[src/rtl/vn2_pkg.sv]
package vn2_pkg;

  localparam int COMP_W    = 16;
  localparam int FRAC_BITS = 14;
  localparam int UNIT_W    = 16;

  typedef struct packed {
    logic signed [COMP_W-1:0] x_component;
    logic signed [COMP_W-1:0] y_component;
  } vn2_in_t;

  typedef struct packed {
    logic signed [UNIT_W-1:0] unit_x;
    logic signed [UNIT_W-1:0] unit_y;
    logic                     success;
  } vn2_out_t;

  // per-word control that travels down the pipe
  typedef struct packed {
    logic valid;
    logic neg_x;
    logic neg_y;
    logic zero;
  } vn2_ctl_t;

endpackage

[src/rtl/vn2_cell.sv]
// One quotient bit for both lanes. P tracks d^2*s and Q tracks d*s, d = 2q-1.
module vn2_cell #(
  parameter int PW  = 70,
  parameter int QW  = 15,
  parameter int BIT = 0
) (
  input  logic                 clk,
  input  logic                 rst_n,
  input  vn2_pkg::vn2_ctl_t    ctl_i,
  input  logic signed [PW-1:0] s_i,
  input  logic signed [PW-1:0] rhs_x_i,
  input  logic signed [PW-1:0] rhs_y_i,
  input  logic [QW-1:0]        qx_i,
  input  logic signed [PW-1:0] px_i,
  input  logic signed [PW-1:0] qsx_i,
  input  logic [QW-1:0]        qy_i,
  input  logic signed [PW-1:0] py_i,
  input  logic signed [PW-1:0] qsy_i,
  output vn2_pkg::vn2_ctl_t    ctl_o,
  output logic signed [PW-1:0] s_o,
  output logic signed [PW-1:0] rhs_x_o,
  output logic signed [PW-1:0] rhs_y_o,
  output logic [QW-1:0]        qx_o,
  output logic signed [PW-1:0] px_o,
  output logic signed [PW-1:0] qsx_o,
  output logic [QW-1:0]        qy_o,
  output logic signed [PW-1:0] py_o,
  output logic signed [PW-1:0] qsy_o
);
  import vn2_pkg::*;

  vn2_ctl_t ctl_r;
  logic signed [PW-1:0] s_r, rhs_x_r, rhs_y_r, px_r, qsx_r, py_r, qsy_r;
  logic signed [PW-1:0] px_nxt, qsx_nxt, py_nxt, qsy_nxt;
  logic signed [PW-1:0] cx, cy;
  logic [QW-1:0] qx_r, qy_r, qx_nxt, qy_nxt;
  logic [QW-1:0] bit_mask;

  assign bit_mask = QW'(1) << BIT;

  always_comb begin
    cx = px_i + (qsx_i <<< (BIT + 2)) + (s_i <<< (2 * BIT + 2));
    cy = py_i + (qsy_i <<< (BIT + 2)) + (s_i <<< (2 * BIT + 2));
    qx_nxt = qx_i; px_nxt = px_i; qsx_nxt = qsx_i;
    qy_nxt = qy_i; py_nxt = py_i; qsy_nxt = qsy_i;
    if (cx <= rhs_x_i) begin
      qx_nxt  = qx_i | bit_mask;
      px_nxt  = cx;
      qsx_nxt = qsx_i + (s_i <<< (BIT + 1));
    end
    if (cy <= rhs_y_i) begin
      qy_nxt  = qy_i | bit_mask;
      py_nxt  = cy;
      qsy_nxt = qsy_i + (s_i <<< (BIT + 1));
    end
  end

  always_ff @(posedge clk) begin
    if (!rst_n) begin
      ctl_r <= '0;
    end else begin
      ctl_r <= ctl_i;
    end
    s_r <= s_i; rhs_x_r <= rhs_x_i; rhs_y_r <= rhs_y_i;
    qx_r <= qx_nxt; px_r <= px_nxt; qsx_r <= qsx_nxt;
    qy_r <= qy_nxt; py_r <= py_nxt; qsy_r <= qsy_nxt;
  end

  assign ctl_o = ctl_r;
  assign s_o = s_r;
  assign rhs_x_o = rhs_x_r;
  assign rhs_y_o = rhs_y_r;
  assign qx_o = qx_r;
  assign px_o = px_r;
  assign qsx_o = qsx_r;
  assign qy_o = qy_r;
  assign py_o = py_r;
  assign qsy_o = qsy_r;
endmodule

[config.mk]
export PLATFORM = sky130hd
export DESIGN_NAME = vn2_cell
export DESIGN_NICKNAME = d
export VERILOG_FILES = /design/src/rtl/vn2_pkg.sv /design/src/rtl/vn2_cell.sv
export SDC_FILE = /design/constraint.sdc
export NUM_CORES = 2
export LEC_CHECK = 0
export BUFFER_PORTS_ARGS = -buffer_cell sky130_fd_sc_hd__buf_2
export CAP_MARGIN = 40
export CORE_AREA = 2 2 406 408
export DETAILED_ROUTE_END_ITERATION = 16
export DIE_AREA = 0 0 408 410
export GPL_TIMING_DRIVEN = 0
export PLACE_DENSITY = 0.42
export SLEW_MARGIN = 20
export SYNTH_ARGS = -nofsm -noshare
export SYNTH_HDL_FRONTEND = slang
export SYNTH_SLANG_ARGS = --single-unit
[constraint.sdc]
create_clock -name clk -period 8.4 [get_ports clk]
set_input_delay 0.84 -clock clk [delete_from_list [all_inputs] [get_ports clk]]
set_output_delay 0.84 -clock clk [all_outputs]
set_load 0.05 [all_outputs]
* Yosys cells after proc, flatten, opt, wreduce, memory -nomap -nowiden *
Cells that the tools add are included.

operators by class
  $add $sub $neg = 6
  multipliers = 0
  div/mod/pow operators = 0
  $lt $le $gt $ge = 2
  eq/ne operators = 0
  shift-type cells = 0
  multiplexer cells = 4
  bitwise logic cells = 0
  reductions and logical operators = 0

operators by type and width
  kind                             number
  70-bit adder                     6
  70-bit two-way mux               4
  70-bit less-or-equal comparator  2

word-level totals
  register bits = 524
  bits in latches = 0
  RAM bits = 0
  ROM bits = 0
  word-level logic and storage cells = 27
  memories kept = 0

* Logic depth before layout (Yosys ltp) *
  depth after elaboration = 4
  gate-level depth with buffers = 29

* Worst setup path after synthesis *
OpenSTA, ideal clock, no wires.

  path type = input to register
  start point = input s_i[1]
  end point = register py_r[49], in the netlist py_o[49]
  setup time = 121 ps
  data arrival time = 6,791 ps
  required time = 8,279 ps
  slack = 1,489 ps
  stages on the path = 25
  cells stage by stage = fa_1 -> ha_1 -> fa_1 -> a21oi_1 -> o21ai_0 -> a21oi_1 -> o21a_1 -> o21ai_2 -> a41oi_1 -> o31ai_1 -> a221o_1 -> a311o_1 -> a31oi_1 -> xnor2_1 -> xnor2_1 -> ha_1 -> nand4_1 -> nor4_1 -> nand4_1 -> nor4_1 -> nor2b_1 -> mux2_2 -> clkinv_1 -> buf_1 -> mux2_2

between the ends
  cells in the longest elaborated chain, start to end = 3

ends and longest elaborated chain
  element                          line            text
  from (decl)                      vn2_cell.sv:10  input logic signed [PW-1:0] s_i,
  70-bit adder (*)                 vn2_cell.sv:43  cy = py_i + (qsy_i <<< (BIT + 2)) + (s_i <<< (2 * BIT + 2));
  70-bit less-or-equal comparator  vn2_cell.sv:51  if (cy <= rhs_y_i) begin
  70-bit two-way mux (*)           vn2_cell.sv:51
  net py_nxt[49]                   vn2_cell.sv:34  logic signed [PW-1:0] px_nxt, qsx_nxt, py_nxt, qsy_nxt;
  to (signal assigned)             vn2_cell.sv:66  qy_r <= qy_nxt; py_r <= py_nxt; qsy_r <= qsy_nxt;
  to (decl)                        vn2_cell.sv:33  logic signed [PW-1:0] s_r, rhs_x_r, rhs_y_r, px_r, qsx_r, py_r, qsy_r;

The timed path passes the listed nets; every way through them passes the cells marked *.
A chain may end at the register's enable or synchronous reset.

* Worst setup path after layout *
  start point = input s_i[3]
  end point = register qsy_r[2], in the netlist qsy_o[2]

between the ends
  cells in the longest elaborated chain, start to end = 3

ends and longest elaborated chain
  element                          line
  70-bit adder                     vn2_cell.sv:43
  70-bit less-or-equal comparator  vn2_cell.sv:51
  70-bit two-way mux               vn2_cell.sv:51
  net qsy_nxt[2]                   vn2_cell.sv:34
  to (signal assigned)             vn2_cell.sv:66
  to (decl)                        vn2_cell.sv:33

The timed path passes the listed nets, and every way through them passes these cells.

==> run metrics <==
status finished, final reports clean; Top FF cell, synth dfxtp_1; Routed Antenna Nets 0; Routability Congestion 0.9031; core outline area 163500 µm²; Max Root-Sink Buffers 3; pwr/cell area 351.5 nW/µm²; largest net degree at the start of global routing 13; area grow syn2layout 30.61%; Ys Warns 0; met1 track demand over resource 0.2523; required time of the critical path 8.96 ns; critical-path maximum fanout 10; IO Pins 1050; Final setup viols 0; critical path capture point type register; Fin. Hold Viols 0; CTS buffer count 72; Die ar. 167300 µm²; drt pass-1 iters 7; Critical Path AT 8.82 ns; worst setup path end qsy_o[2]; met3 usage 0.07157; maximum VDD drop 0.0002017 V; drt wl/cell 25.28 µm; H-tree depth 3; setup TNS 0 ns; ys async rst share 0; Sink Count 524; total gr overflow 0; Die X 408 µm; gr busiest metal met2; initial antenna violation count 67; Initial Util 0.2162; Post-synth EDFFs 0; sequential cell area fraction in the yosys report 0.2967; WL final 185300 µm; syn nets 5005; max-slew violation count 0; hold path startpoint qy_i[7]; first-pass GRT wire length 254300 µm; Layout fillers 17961; #FFs+latches synth 524; Slew @ Worst Pin 0.8861 ns; CTS clk-pin slew, worst paths 0.06 ns; hold crit path type in -> reg; post-DP HPWL 160800 µm; Fmax 121.0 MHz; met2 usage 0.3639; number of remaining DRC errors 0; layout cell share with drive strength beyond 1 0.2772; maxcap violations 0; GRT Util Overall 0.2136; vias in the first global route 34030; Rows 149; Tmin final 8.264 ns; routed vias 34203; Setup CP Type in -> reg; synthesized area per cell 8.989 µm²; design area 46170 µm²; Port Buffers 1049; Lkg Pwr 21.83 nW; CP Launch Type input port; Distinct cells, synth 81; Critical path origin s_i[3]; dpl cell area 43460 µm²; Final period util 0.9839; relative max-transition margin 0.4015; Post-Syn Area 35350 µm²; DRT iter0 DRCs 2195; chip height 410 µm; vias per std cell 4.665; Final Power 0.01623 W; root buf cell clkbuf_16; TritonCTS clock tree done; nets@finish 6144; Post-Synthesis Cells 3933
==> Yosys cell counts, types with 5 or more instances <==
| cell | number | area, µm² |
|---|---|---|
| dfxtp_1 | 524 | 10490 |
| ha_1 | 408 | 5105 |
| a21oi_1 | 403 | 2017 |
| nand2_1 | 287 | 1077 |
| nor2_1 | 247 | 927.1 |
| o21ai_0 | 236 | 1181 |
| inv_1 | 227 | 852.1 |
| a21o_1 | 216 | 1622 |
| xnor2_1 | 160 | 1401 |
| clkbuf_1 | 144 | 540.5 |
| mux2_2 | 140 | 1577 |
| fa_1 | 138 | 2763 |
| xor2_1 | 105 | 919.6 |
| nand4_1 | 102 | 638.1 |
| o21bai_1 | 74 | 555.5 |
| nand3_1 | 60 | 300.3 |
| nor2b_1 | 41 | 256.5 |
| nor3_1 | 37 | 185.2 |
| a31oi_1 | 35 | 219.0 |
| a211oi_1 | 26 | 195.2 |
| nand2b_1 | 26 | 162.7 |
| o21a_1 | 25 | 187.7 |
| and3_1 | 19 | 118.9 |
| and2_1 | 18 | 112.6 |
| o211ai_1 | 16 | 120.1 |
| o31ai_1 | 15 | 112.6 |
| a21boi_0 | 14 | 105.1 |
| a221oi_1 | 13 | 113.9 |
| or2_2 | 12 | 75.07 |
| a221o_1 | 11 | 110.1 |
| nor4_1 | 11 | 68.82 |
| a31o_2 | 10 | 87.58 |
| and4_1 | 10 | 87.58 |
| or3_1 | 10 | 62.56 |
| a41oi_1 | 9 | 78.83 |
| buf_1 | 7 | 26.28 |
| a211o_1 | 6 | 52.55 |
| o221ai_1 | 6 | 52.55 |
| a311oi_1 | 5 | 43.79 |
| o21ai_1 | 5 | 25.02 |
| o41ai_1 | 5 | 43.79 |
==> critical path, stage by stage <==
cell and delay [ns]:
clkbuf_4 0.21, fa_1 0.51, ha_1 0.38, o211ai_2 0.13, o211ai_2 0.20, a41oi_2 0.19, a31o_1 0.32, or4b_1 0.59
a2111o_1 0.55, a31oi_4 0.25, a21oi_2 0.15, o31ai_4 0.33, o221ai_2 0.16, xnor2_2 0.20, ha_1 0.33, nand4_1 0.19
nor4_2 0.35, clkdlybuf4s15_2 0.32, nand4_1 0.09, buf_4 0.20, nor4_4 0.40, buf_6 0.20, a21oi_1 0.05, mux2_4 0.39
clkbuf_8 0.28, clkbuf_2 0.45, mux2i_1 0.48
==> power breakdown <==
| part | switching [W] | internal [W] |
|---|---|---|
| Sequential | 0.000214 | 0.00327 |
| Combinational | 0.00695 | 0.00266 |
| Clock | 0.00136 | 0.00177 |
| Total | 0.00853 | 0.00770 |
==> routing by layer <==
layer	share of wire	up-vias	wire length (µm)
li1	-	16371	-
met1	0.40	16257	74520
met2	0.47	1267	87810
met3	0.092	250	17120
met4	0.030	58	5557
met5	0.0018	-	340
==> through the flow <==
step                      utilization  cells  hold slack (ns)  worst slack, ns
final                          0.2824   7332           0.2407           0.1356
after global routing           0.2822   7319           0.1991         -0.01047
after CTS                      0.2813   7314           0.1546          0.02819
after detailed placement       0.2658   7182           0.9441           -2.674
after global placement         0.2651   7171           0.9421           -4.769
after floorplan                     -   3933           0.8677            1.489
==> layout by cell type (no fill, tap or decap), drive strengths merged, types with 41 or more instances in the layout <==
master     n
nor2     247
nand3     60
inv      233
o21bai    74
buf     1069
nand4    102
a21o     216
fa       138
clkbuf   241
o21ai    243
ha       408
nor2b     41
xnor2    161
nand2    287
xor2     105
dfxtp    524
a21oi    405
mux2     141
==> cell families (layout without fill, tap and decap cells) <==
kind of cell | count (synthesis) | in the layout | share of synthesized area
AO/OA/AOI/OAI | 1178 | 1178 | 0.2097
AND/OR/NAND/NOR | 894 | 894 | 0.1185
adder cells (fa/ha/maj) | 546 | 546 | 0.2225
flip-flops | 524 | 524 | 0.2967
buffers and inverters | 380 | 1576 | 0.04038
XOR/XNOR | 266 | 266 | 0.06611
multiplexers | 145 | 145 | 0.04604
other | 0 | 14 | 0
==> sequential cells by signal, indices dropped and copies added, names as in the netlist <==
register	count
qsx_o	70
s_o	70
py_o	70
rhs_y_o	70
qx_o	15
qsy_o	70
ctl_o	4
qy_o	15
px_o	70
rhs_x_o	70
==> what timing repair did <==
item                       CTS  global route
hold endpoints to repair     0             0
setup endpoints to repair  238           242
hold buffers                 0             0
pin swaps                    1             7
gates resized for setup     42            54
gates cloned                 0             0
buffers inserted             1             2
==> final cells by class <==
cell class | count | area [µm²] | area share
multi-input cells | 3029 | 23650 | 0.5122
clock buffers | 94 | 1994 | 0.04319
well taps | 2189 | 2739 | 0.05932
repair buffers | 1065 | 5389 | 0.1167
clock inverters | 37 | 379.1 | 0.008211
diodes | 14 | 35.03 | 0.0007587
flip-flops and latches | 524 | 10490 | 0.2272
inverters | 228 | 855.8 | 0.01854
plain buffers | 152 | 643.1 | 0.01393
==> worst min-delay path by stage <==
| stage | cells past startpoint | endpoint |
|---|---|---|
| floorplan | 0 | px_o[0] |
| global placement | 1 | qy_o[4] |
| detailed placement | 1 | qy_o[8] |
| CTS | 1 | qy_o[10] |
| global route | 1 | qy_o[7] |
| finish | 1 | qy_o[7] |
No activity file was read; power rests on OpenSTA's default activity.
